<file path="src/vpr_pkg.sv">
package vpr_pkg;

	// datapath width holds a 33-bit difference grown by the cordic gain
	localparam int DW = 36;
	// split point of a datapath word for the gain multiply
	localparam int HW = 18;
	// width of a gain-scaled value
	localparam int SW = DW + 1;

	localparam logic [63:0] GAIN_Q32 = 64'h0000_0000_9B74_EDA8;
	localparam logic [31:0] HALF_TURN = 32'h8000_0000;
	localparam logic [31:0] ANGLE_ROUND = 32'h0000_8000;

	typedef enum logic [1:0] {
		OP_POLAR   = 2'd0,
		OP_MEASURE = 2'd1,
		OP_ROTATE  = 2'd2
	} op_t;

	typedef enum logic [1:0] {
		KIND_NONE = 2'd0,
		KIND_ROT  = 2'd1,
		KIND_MEAS = 2'd2
	} kind_t;

	typedef struct packed {
		kind_t                 kind;
		logic signed [DW-1:0]  x;
		logic signed [DW-1:0]  y;
		logic [31:0]           z;
	} cordic_t;

	// atan(2^-i) in 32-bit turns
	function automatic logic [31:0] atan_turn(input int unsigned idx);
		logic [31:0] a;
		case (idx)
			0:  a = 32'h2000_0000;
			1:  a = 32'h12E4_051E;
			2:  a = 32'h09FB_385B;
			3:  a = 32'h0511_11D4;
			4:  a = 32'h028B_0D43;
			5:  a = 32'h0145_D7E1;
			6:  a = 32'h00A2_F61E;
			7:  a = 32'h0051_7C55;
			8:  a = 32'h0028_BE53;
			9:  a = 32'h0014_5F2F;
			10: a = 32'h000A_2F98;
			11: a = 32'h0005_17CC;
			12: a = 32'h0002_8BE6;
			13: a = 32'h0001_45F3;
			14: a = 32'h0000_A2FA;
			15: a = 32'h0000_517D;
			16: a = 32'h0000_28BE;
			17: a = 32'h0000_145F;
			18: a = 32'h0000_0A30;
			19: a = 32'h0000_0518;
			20: a = 32'h0000_028C;
			21: a = 32'h0000_0146;
			22: a = 32'h0000_00A3;
			23: a = 32'h0000_0051;
			24: a = 32'h0000_0029;
			25: a = 32'h0000_0014;
			26: a = 32'h0000_000A;
			27: a = 32'h0000_0005;
			28: a = 32'h0000_0003;
			29: a = 32'h0000_0001;
			30: a = 32'h0000_0001;
			default: a = 32'h0000_0000;
		endcase
		return a;
	endfunction

endpackage

</file>
<file path="src/vpr_stage.sv">
module vpr_stage #(
	parameter int SHIFT = 0
) (
	input  logic            clk,
	input  logic            arst_n,
	input  logic            in_valid,
	output logic            in_ready,
	input  vpr_pkg::cordic_t in_data,
	output logic            out_valid,
	input  logic            out_ready,
	output vpr_pkg::cordic_t out_data
);
	import vpr_pkg::*;

	localparam logic [31:0] ATAN = atan_turn(SHIFT % 32);

	logic signed [DW-1:0] x_in;
	logic signed [DW-1:0] y_in;
	logic signed [DW-1:0] dx;
	logic signed [DW-1:0] dy;
	logic                 cw;
	cordic_t              nxt;
	logic                 valid_q;
	cordic_t              data_q;

	always_comb begin
		x_in = in_data.x;
		y_in = in_data.y;
		dx = y_in >>> SHIFT;
		dy = x_in >>> SHIFT;
		// vectoring steers by the sign of y, rotation by the sign of the angle left
		cw = (in_data.kind == KIND_MEAS) ? !y_in[DW-1] : in_data.z[31];
		nxt.kind = in_data.kind;
		if (cw) begin
			nxt.x = x_in + dx;
			nxt.y = y_in - dy;
			nxt.z = in_data.z + ATAN;
		end else begin
			nxt.x = x_in - dx;
			nxt.y = y_in + dy;
			nxt.z = in_data.z - ATAN;
		end
	end

	assign in_ready = !valid_q || out_ready;

	always_ff @(posedge clk or negedge arst_n) begin
		if (!arst_n) begin
			valid_q <= 1'b0;
		end else if (in_ready) begin
			valid_q <= in_valid;
		end
	end

	always_ff @(posedge clk) begin
		if (in_ready && in_valid) begin
			data_q <= nxt;
		end
	end

	assign out_valid = valid_q;
	assign out_data = data_q;

endmodule

</file>
<file path="config.mk">
export PLATFORM = sky130hd
export DESIGN_NAME = vpr_stage
export DESIGN_NICKNAME = d
export VERILOG_FILES = /design/src/vpr_pkg.sv /design/src/vpr_stage.sv
export SDC_FILE = /design/constraint.sdc
export NUM_CORES = 1
export LEC_CHECK = 0
export ABC_AREA = 1
export BUFFER_PORTS_ARGS = -buffer_cell sky130_fd_sc_hd__buf_2
export CORE_MARGIN = 2
export CORE_UTILIZATION = 30
export DETAILED_ROUTE_END_ITERATION = 7
export SYNTH_ARGS = -nofsm -noshare
export SYNTH_HDL_FRONTEND = slang
export SYNTH_SLANG_ARGS = --single-unit
</file>
<file path="constraint.sdc">
create_clock -name clk -period 10.7 [get_ports clk]
set_input_delay 0.535 -clock clk [delete_from_list [all_inputs] [get_ports clk]]
set_output_delay 0.535 -clock clk [all_outputs]
set_load 0.02 [all_outputs]
</file>
==> impl_metrics.env <==
export IMPL_synth_cells=1620
export IMPL_crit_fanout=13
export IMPL_finalPower_mw=1.50
export IMPL_io_pins=218
export IMPL_n_antenna_cell=0
export IMPL_cts_sinks=106
export IMPL_drc=0
export IMPL_worstSetupStartpointType="primary input"
export IMPL_htreeDepth=3
export IMPL_die_area_um2=38100
export IMPL_grt_pass1_wl_um=59000
export IMPL_multi_input_area_um2=6560
export IMPL_tightest_slew_ns=0.931
export IMPL_rsz0062_at_grt="false"
export IMPL_die_width_um=195
export IMPL_cts_tree="done"
export IMPL_async_flop_share_pct=0.943
export IMPL_wl_per_cell_um=17.4
export IMPL_final_area_um2=12700
export IMPL_antenna_found_initial=1
export IMPL_finalNetCount=2027
export IMPL_min_path_type="in2reg"
export IMPL_ys_warn_count=0
export IMPL_syn_avg_cell_area_um2=6.76
export IMPL_cts_setup_buffers=0
export IMPL_nFillCells=3920
export IMPL_post_route_period_util_pct=24.0
export IMPL_slew_headroom_pct=37.9
export IMPL_cts_resized=0
export IMPL_syn_to_final_growth_pct=16.0
export IMPL_netlist_top_cell_by_area="edfxtp_1"
export IMPL_coreArea_um2=35700
export IMPL_synth_ff_type="edfxtp_1"
export IMPL_via_per_inst=4.92
export IMPL_synth_seq_cells=106
export IMPL_syn_num_nets=1839
export IMPL_initial_core_util_pct=30.6
export IMPL_dp_slack_ns=7.77
export IMPL_min_period_ns=2.57
export IMPL_gr_total_overflow=0
export IMPL_syn_area_um2=11000
export IMPL_path_clk_slew_ns=0.08
export IMPL_holdWs_ns=0.321
export IMPL_clockBufferDepth=2
export IMPL_grt_use_total_pct=20.4
export IMPL_yosysSeqAreaShare_pct=29.0
export IMPL_dieHeight_um=195
export IMPL_seq_area_um2=3180
export IMPL_dpl_hpwl_um=33200
export IMPL_outcome="completed"
export IMPL_dpl_cell_count=2257
export IMPL_fin_skew_ns=0.0156
export IMPL_arrival_ns=2.71
export IMPL_post_dp_cell_area_um2=12400
export IMPL_synth_top_cell_area_share_pct=28.8
export IMPL_worst_slack_ns=8.13
export IMPL_synth_edff_count=105
export IMPL_criticalPathCategory="in2reg"
export IMPL_maxCapViolCount=0
export IMPL_grt_pass1_vias=10600
export IMPL_routed_wl_um=39600
export IMPL_hold_viol=0
export IMPL_drv_slew=0
export IMPL_rows=69
export IMPL_timing_fmax_ghz=0.390
export IMPL_cp_required_ns=10.84
export IMPL_num_vias=11200
export IMPL_clkLatencyLatePin_ns=0.40
export IMPL_fin_tns_setup_ns=0
export IMPL_netlist_cell_type_count=42
export IMPL_first_pass_iters=6
export IMPL_synth_area_leaders="edfxtp_1, nand2_1, ha_1"
export IMPL_finalSetupViolations=0
export IMPL_crit_path_end_kind="flop"
export IMPL_globalplace_congestion=0.906
export IMPL_drtIter0Drc=861
export IMPL_ant_nets=0
export IMPL_post_route_util_pct=35.5
export IMPL_final_cell_count_no_fill=2274
export IMPL_cts_buffers=9
export IMPL_irDropWorstVdd_mv=0.0787
export IMPL_layout_drive_gt1_share_pct=17.1
export IMPL_cellLeakagePower_nw=6.39
export IMPL_port_buffers=217
export IMPL_root_buffer="clkbuf_16"
export IMPL_power_density_nw_per_um2=118
export IMPL_grt_max_degree=73
metal layers:
| layer | up-vias | share of wire (%) | track usage (%) |
|---|---|---|---|
| li1 | 5583 | - | - |
| met1 | 5177 | 49 | 29.3 |
| met2 | 374 | 43 | 31.8 |
| met3 | 43 | 6.0 | 2.80 |
| met4 | 0 | 2.2 | 6.11 |
| met5 | - | 0 | 0 |
timing repair:
item	CTS	global route
hold buffers	1	0
setup endpoints to repair	0	0
hold endpoints to repair	1	0
worst max-delay path: stages:
cell	delay [ns]
buf_2	0.10
inv_1	0.04
ha_1	0.59
nand2_1	0.21
inv_2	0.15
nand2_1	0.07
nor2_1	0.12
nand2_1	0.07
nand3_1	0.15
nand2_1	0.09
nand2_1	0.19
nand2_1	0.12
nand2_1	0.08
nand2_1	0.05
nand3_1	0.08
nand2_1	0.06
worst paths after layout:
| kind | start | endpoint | slack (ns) | depth (start not counted) |
|---|---|---|---|---|
| min reg2reg | out_valid | out_valid | 0.59 | 2 |
| min in group asynchronous | arst_n | out_valid | 0.44 | 2 |
| min | in_data[8] | out_data[8] | 0.32 | 1 |
| max | in_data[37] | out_data[102] | 8.13 | 16 |
| max in group asynchronous | arst_n | out_valid | 10.18 | 2 |
| max reg2reg | out_valid | out_data[92] | 8.41 | 3 |
where the power goes:
group	total, mW	switching (mW)	internal (mW)
logic	0.610	0.427	0.183
clock network	0.366	0.181	0.185
registers	0.524	0.0118	0.513
cells in the final DEF, fill, tap and decap left out, drive strengths merged, types with 2 or more instances in the layout:
cell,count
or2,4
a21o,6
nand2,473
o21ai,101
a21oi,136
a21boi,4
ha,105
and2,3
o21a,5
o22ai,3
a31oi,4
edfxtp,105
nand4,3
inv,259
xor2,37
nor2,143
clkinv,2
nor3,24
fa,4
o21bai,10
clkbuf,10
o211ai,3
nand3,141
buf,221
layout make-up:
type,count,area share [%]
multi-input cells,1212,51.6
flip-flops and latches,106,25.0
repair buffers,222,8.86
inverters,257,7.59
well taps,461,4.54
clock buffers,10,1.80
clock inverters,6,0.561
flip-flops by register name, summed over array words and instances, names as in the netlist:
register and count:
out_valid 1, out_data 105
cell usage after synthesis (all sizes together), types with 5 or more instances:
master  instances
nand2         473
o21a            5
edfxtp        105
o21bai         10
a21oi         136
xor2           37
inv           256
clkbuf          9
o21ai         101
a21o            6
ha            105
nand3         141
nor2          143
buf            36
nor3           24
cells by family after synthesis:
group / synth area share (%)
compound gates: 13.6
flops: 29.0
simple gates: 30.4
buf+inv: 11.3
xor+xnor: 2.96
fa+ha+maj: 12.7
No activity file was read; power rests on OpenSTA's default activity.
