### src/vpr_pkg.sv
package vpr_pkg;

	// datapath width holds a 33-bit difference grown by the cordic gain
	localparam int DW = 36;
	// split point of a datapath word for the gain multiply
	localparam int HW = 18;
	// width of a gain-scaled value
	localparam int SW = DW + 1;

	localparam logic [63:0] GAIN_Q32 = 64'h0000_0000_9B74_EDA8;
	localparam logic [31:0] HALF_TURN = 32'h8000_0000;
	localparam logic [31:0] ANGLE_ROUND = 32'h0000_8000;

	typedef enum logic [1:0] {
		OP_POLAR   = 2'd0,
		OP_MEASURE = 2'd1,
		OP_ROTATE  = 2'd2
	} op_t;

	typedef enum logic [1:0] {
		KIND_NONE = 2'd0,
		KIND_ROT  = 2'd1,
		KIND_MEAS = 2'd2
	} kind_t;

	typedef struct packed {
		kind_t                 kind;
		logic signed [DW-1:0]  x;
		logic signed [DW-1:0]  y;
		logic [31:0]           z;
	} cordic_t;

	// atan(2^-i) in 32-bit turns
	function automatic logic [31:0] atan_turn(input int unsigned idx);
		logic [31:0] a;
		case (idx)
			0:  a = 32'h2000_0000;
			1:  a = 32'h12E4_051E;
			2:  a = 32'h09FB_385B;
			3:  a = 32'h0511_11D4;
			4:  a = 32'h028B_0D43;
			5:  a = 32'h0145_D7E1;
			6:  a = 32'h00A2_F61E;
			7:  a = 32'h0051_7C55;
			8:  a = 32'h0028_BE53;
			9:  a = 32'h0014_5F2F;
			10: a = 32'h000A_2F98;
			11: a = 32'h0005_17CC;
			12: a = 32'h0002_8BE6;
			13: a = 32'h0001_45F3;
			14: a = 32'h0000_A2FA;
			15: a = 32'h0000_517D;
			16: a = 32'h0000_28BE;
			17: a = 32'h0000_145F;
			18: a = 32'h0000_0A30;
			19: a = 32'h0000_0518;
			20: a = 32'h0000_028C;
			21: a = 32'h0000_0146;
			22: a = 32'h0000_00A3;
			23: a = 32'h0000_0051;
			24: a = 32'h0000_0029;
			25: a = 32'h0000_0014;
			26: a = 32'h0000_000A;
			27: a = 32'h0000_0005;
			28: a = 32'h0000_0003;
			29: a = 32'h0000_0001;
			30: a = 32'h0000_0001;
			default: a = 32'h0000_0000;
		endcase
		return a;
	endfunction

endpackage

### src/vpr_scale.sv
module vpr_scale #(
	parameter int FRACTION_BITS = 16
) (
	input  logic             clk,
	input  logic             arst_n,
	input  logic             in_valid,
	output logic             in_ready,
	input  vpr_pkg::cordic_t in_data,
	output logic             out_valid,
	input  logic             out_ready,
	output logic [31:0]      out_x,
	output logic [31:0]      out_y,
	output logic [33:0]      magnitude,
	output logic [15:0]      angle_out
);
	import vpr_pkg::*;

	localparam int F = FRACTION_BITS;
	localparam logic [63:0] K_FULL = (GAIN_Q32 + (64'd1 << (31 - F))) >> (32 - F);
	localparam logic [F-1:0] GAIN_K = K_FULL[F-1:0];
	localparam logic signed [F:0] GAIN_KS = {1'b0, GAIN_K};
	localparam int LW = HW + F;
	localparam int UW = DW - HW + F + 1;
	localparam int PW = DW + F + 1;
	localparam logic [PW-1:0] RND = PW'(64'd1 << (F - 1));

	// partial products
	logic                 valid_s1;
	kind_t                kind_s1;
	logic [31:0]          z_s1;
	logic [LW-1:0]        xl_s1;
	logic [LW-1:0]        yl_s1;
	logic signed [UW-1:0] xh_s1;
	logic signed [UW-1:0] yh_s1;
	logic                 ready_s1;

	// scaled values
	logic                 valid_s2;
	kind_t                kind_s2;
	logic [31:0]          z_s2;
	logic signed [SW-1:0] sx_s2;
	logic signed [SW-1:0] sy_s2;
	logic                 ready_s2;

	logic                 valid_q;
	logic [31:0]          out_x_q;
	logic [31:0]          out_y_q;
	logic [33:0]          mag_q;
	logic [15:0]          ang_q;
	logic                 ready_q;

	logic signed [PW-1:0] sum_x;
	logic signed [PW-1:0] sum_y;
	logic [31:0]          ang_sum;
	logic [31:0]          sat_x;
	logic [31:0]          sat_y;
	logic [33:0]          sat_m;

	function automatic logic [31:0] sat32(input logic signed [SW-1:0] v);
		logic [31:0] r;
		if (!v[SW-1] && (|v[SW-2:31])) begin
			r = 32'h7FFF_FFFF;
		end else if (v[SW-1] && !(&v[SW-2:31])) begin
			r = 32'h8000_0000;
		end else begin
			r = v[31:0];
		end
		return r;
	endfunction

	assign ready_q = !valid_q || out_ready;
	assign ready_s2 = !valid_s2 || ready_q;
	assign ready_s1 = !valid_s1 || ready_s2;
	assign in_ready = ready_s1;

	always_comb begin
		sum_x = ($signed(PW'(xh_s1)) <<< HW) + $signed(PW'(xl_s1)) + $signed(RND);
		sum_y = ($signed(PW'(yh_s1)) <<< HW) + $signed(PW'(yl_s1)) + $signed(RND);
		ang_sum = z_s2 + ANGLE_ROUND;
		sat_x = sat32(sx_s2);
		sat_y = sat32(sy_s2);
		if (sx_s2[SW-1]) begin
			sat_m = '0;
		end else if (|sx_s2[SW-2:34]) begin
			sat_m = '1;
		end else begin
			sat_m = sx_s2[33:0];
		end
	end

	always_ff @(posedge clk or negedge arst_n) begin
		if (!arst_n) begin
			valid_s1 <= 1'b0;
			valid_s2 <= 1'b0;
			valid_q <= 1'b0;
		end else begin
			if (ready_s1) begin
				valid_s1 <= in_valid;
			end
			if (ready_s2) begin
				valid_s2 <= valid_s1;
			end
			if (ready_q) begin
				valid_q <= valid_s2;
			end
		end
	end

	always_ff @(posedge clk) begin
		if (ready_s1 && in_valid) begin
			kind_s1 <= in_data.kind;
			z_s1 <= in_data.z;
			xl_s1 <= in_data.x[HW-1:0] * GAIN_K;
			yl_s1 <= in_data.y[HW-1:0] * GAIN_K;
			xh_s1 <= $signed(in_data.x[DW-1:HW]) * GAIN_KS;
			yh_s1 <= $signed(in_data.y[DW-1:HW]) * GAIN_KS;
		end
		if (ready_s2 && valid_s1) begin
			kind_s2 <= kind_s1;
			z_s2 <= z_s1;
			sx_s2 <= SW'(sum_x >>> F);
			sy_s2 <= SW'(sum_y >>> F);
		end
		if (ready_q && valid_s2) begin
			case (kind_s2)
				KIND_ROT: begin
					out_x_q <= sat_x;
					out_y_q <= sat_y;
					mag_q <= '0;
					ang_q <= '0;
				end
				KIND_MEAS: begin
					out_x_q <= '0;
					out_y_q <= '0;
					mag_q <= sat_m;
					ang_q <= ang_sum[31:16];
				end
				default: begin
					out_x_q <= '0;
					out_y_q <= '0;
					mag_q <= '0;
					ang_q <= '0;
				end
			endcase
		end
	end

	assign out_valid = valid_q;
	assign out_x = out_x_q;
	assign out_y = out_y_q;
	assign magnitude = mag_q;
	assign angle_out = ang_q;

endmodule

### config.mk
export PLATFORM = sky130hd
export DESIGN_NAME = vpr_scale
export DESIGN_NICKNAME = d
export VERILOG_FILES = /design/src/vpr_pkg.sv /design/src/vpr_scale.sv
export SDC_FILE = /design/constraint.sdc
export NUM_CORES = 2
export LEC_CHECK = 0
export ABC_AREA = 1
export BUFFER_PORTS_ARGS = -buffer_cell sky130_fd_sc_hd__buf_4
export CAP_MARGIN = 20
export CORE_MARGIN = 5
export CORE_UTILIZATION = 30
export DETAILED_ROUTE_END_ITERATION = 6
export PLACE_DENSITY = 0.49
export SLEW_MARGIN = 20
export SYNTH_ARGS = -nofsm -noshare
export SYNTH_HDL_FRONTEND = slang
export SYNTH_SLANG_ARGS = --single-unit
### constraint.sdc
create_clock -name clk -period 9.2 [get_ports clk]
set_input_delay 0.46 -clock clk [delete_from_list [all_inputs] [get_ports clk]]
set_output_delay 0.46 -clock clk [all_outputs]
set_load 0.01 [all_outputs]
==> run metrics <==
DRT iter0 DRCs=1536; DRC viols=7; Num CTS Buffers=36; Final Hold Fails=0; Die Wd=385 um; Seq cells post-synth=337; via count=30933; ys flop type=edfxtp_1; Mapped Nets=6128; Crit Reg-Reg Startpoint=kind_s2[0]$_DFFE_PP_; Initial Util=0.302; Setup Crit Path Kind=input port to flip-flop; crit path DAT=5.43 ns; number of distinct library cells after synthesis=44; register area share after synthesis=0.240; post-DP HPWL=97400 um; Startpoint Class=input port; CTS sink count=337; Post-Syn Area per Cell=8.55 sq um; largest net degree at the start of global routing=71; status=finished with violations; Max Cap Viol=0; antenna violations before repair=3; CTS tree=built; hold path start=in_data[104]; core area=140000 sq um; fraction of layout cells with a size suffix above 1=0.0605; Synth Cell Area=42200 sq um; Worst-Margin Slew=1.09 ns; Tmin final=5.12 ns; Achievable Freq=195 MHz; final estimated routing congestion in global placement=0.900; Hold Path Stages=1; most common cell after layout, fill and taps aside=inv_1; Max H-tree Level=2; failing checks=DRC; r2r endpoint=magnitude[32]$_SDFFCE_PP0P_; Yosys top cell area share=0.243; ys async rst share=0.00890; area delta synth->final=12.1%; GRT overflow=0; crit-path max FO=5; Clk Latency, worst-skew pair=0.57 ns; CP Capture Type=flip-flop; final core occ=0.339; setup slack after layout=4.08 ns; required time of the critical path=9.51 ns; Hold Path Class=input port to flip-flop; final setup vio count=0; routed len/inst=16.0 um; Sum Neg Setup Slack=0 ns; r2r setup slk=6.40 ns; clk root buf=clkbuf_16; most frequent cells in the layout=1366 x inv_1, 1078 x nand2_1, 576 x ha_1; Cell Rows=137; DIE HEIGHT=385 um; Final Cycle Share=0.556; Mapped Cells=4931; Slew Viols, Final=0; Via density=4.38; Die Footprint=148000 sq um; Tot GR Track Use=0.155; first-pass GRT wire length=179000 um; Worst R2R Path Depth=5; dpl ws=3.52 ns; slew margin rel.=0.271; WL final=113000 um; Nets=6364; RSZ-0062 raised after global routing=false; Hold Path Sink=kind_s1[0]$_DFFE_PP_; CTS clock-pin slew for the worst setup and hold paths=0.07 ns; post-cts resize count=0; cell taking the most area after synthesis=fa_1; # Post-CTS Setup Buffers=0; Synth area leaders=fa_1 24%, edfxtp_1 24%, ha_1 17%; number of iterations in the first detailed-routing pass=7; worst-case clock buffer depth=3; clock skew=0.0172 ns; vias in the first global route=32144; port bufs=210; Post-CTS Hold Buffers=1; Ports=226; number of synthesized flops with an enable pin=334; antenna cell count=0; Routed Antenna Nets=0; Yosys warnings=0
## worst max path at each step
stage	slack, ns	from	cells after the start	end
after global routing	3.83	in_data[78]	22	xl_s1[29]$_DFFE_PP_
after global placement	3.52	in_data[81]	24	xl_s1[29]$_DFFE_PP_
after CTS	4.12	in_data[78]	20	xl_s1[31]$_DFFE_PP_
after floorplan	2.61	out_ready	2	angle_out[0]$_SDFFCE_PP0P_
final	4.08	in_data[78]	20	xl_s1[31]$_DFFE_PP_
after detailed placement	3.52	in_data[78]	20	xl_s1[31]$_DFFE_PP_
## Yosys cell counts, drive strengths merged, types with 7 or more instances
| master | instances |
|---|---|
| nand2 | 1091 |
| fa | 511 |
| nor2 | 344 |
| o21ai | 61 |
| and2 | 7 |
| inv | 1372 |
| xor2 | 70 |
| a21oi | 205 |
| clkbuf | 12 |
| o21bai | 12 |
| xnor2 | 11 |
| nor3 | 44 |
| nand3b | 10 |
| ha | 576 |
| nand4 | 45 |
| edfxtp | 334 |
| or2 | 11 |
| buf | 7 |
| nand3 | 186 |
## per-layer routing
metal  global-route usage  share of wire  vias up  wire, um
met1                0.220           0.49    14736     55100
met2                0.259           0.45      552     51400
met5                    0        0.00011        -        13
met4               0.0221          0.014        2      1560
li1                     -              -    15544         -
met3               0.0208          0.044       99      5020
## critical path, cell delays in order
cell	delay, ns
buf_4	0.16
inv_1	0.22
fa_1	0.48
fa_1	0.52
inv_1	0.05
fa_1	0.53
fa_1	0.46
fa_1	0.55
inv_1	0.05
fa_1	0.52
inv_1	0.04
ha_1	0.32
nand2_1	0.11
inv_1	0.06
a21oi_1	0.26
nand3_1	0.27
nand2_1	0.18
nand2_1	0.06
nand2_1	0.06
nand2_1	0.05
## per-stage QoR
step                std cells  instance area (sq um)  hold WS [ns]
floorplan                4931                  42200         0.164
detailed placement       7004                  46100         0.252
finish                   7069                  47300        0.0622
global route             7069                  47300        0.0266
global placement         7004                  46100         0.251
CTS                      7069                  47300        0.0215
## registers in the layout, indices dropped and copies added, names as in the netlist
signal	flops
out_valid	1
sy_s2	37
out_y	32
kind_s2	2
sx_s2	37
z_s1	17
xl_s1	19
yh_s1	35
kind_s1	2
z_s2	17
valid_s1	1
xh_s1	35
valid_s2	1
magnitude	34
yl_s1	19
out_x	32
angle_out	16
## layout make-up
| class | count | area, sq um |
|---|---|---|
| fillers | 14715 | 92300 |
| clock inverters | 21 | 244 |
| flip-flops and latches | 337 | 10100 |
| multi-input cells | 3203 | 26900 |
| repair buffers | 217 | 1630 |
| inverters | 1372 | 5160 |
| well taps | 1876 | 2350 |
| clock buffers | 43 | 927 |
## logic make-up (layout without fill, tap and decap cells)
| group | Yosys count | count (layout) | share of synthesized area |
|---|---|---|---|
| compound gates | 289 | 289 | 0.0357 |
| xor+xnor | 81 | 81 | 0.0170 |
| fa+ha+maj | 1087 | 1087 | 0.413 |
| buf+inv | 1391 | 1653 | 0.124 |
| flops | 337 | 337 | 0.240 |
| simple gates | 1746 | 1746 | 0.170 |
Power is not shown: default switching activity piles up to over one toggle a cycle in this logic, so the estimate is an artifact.
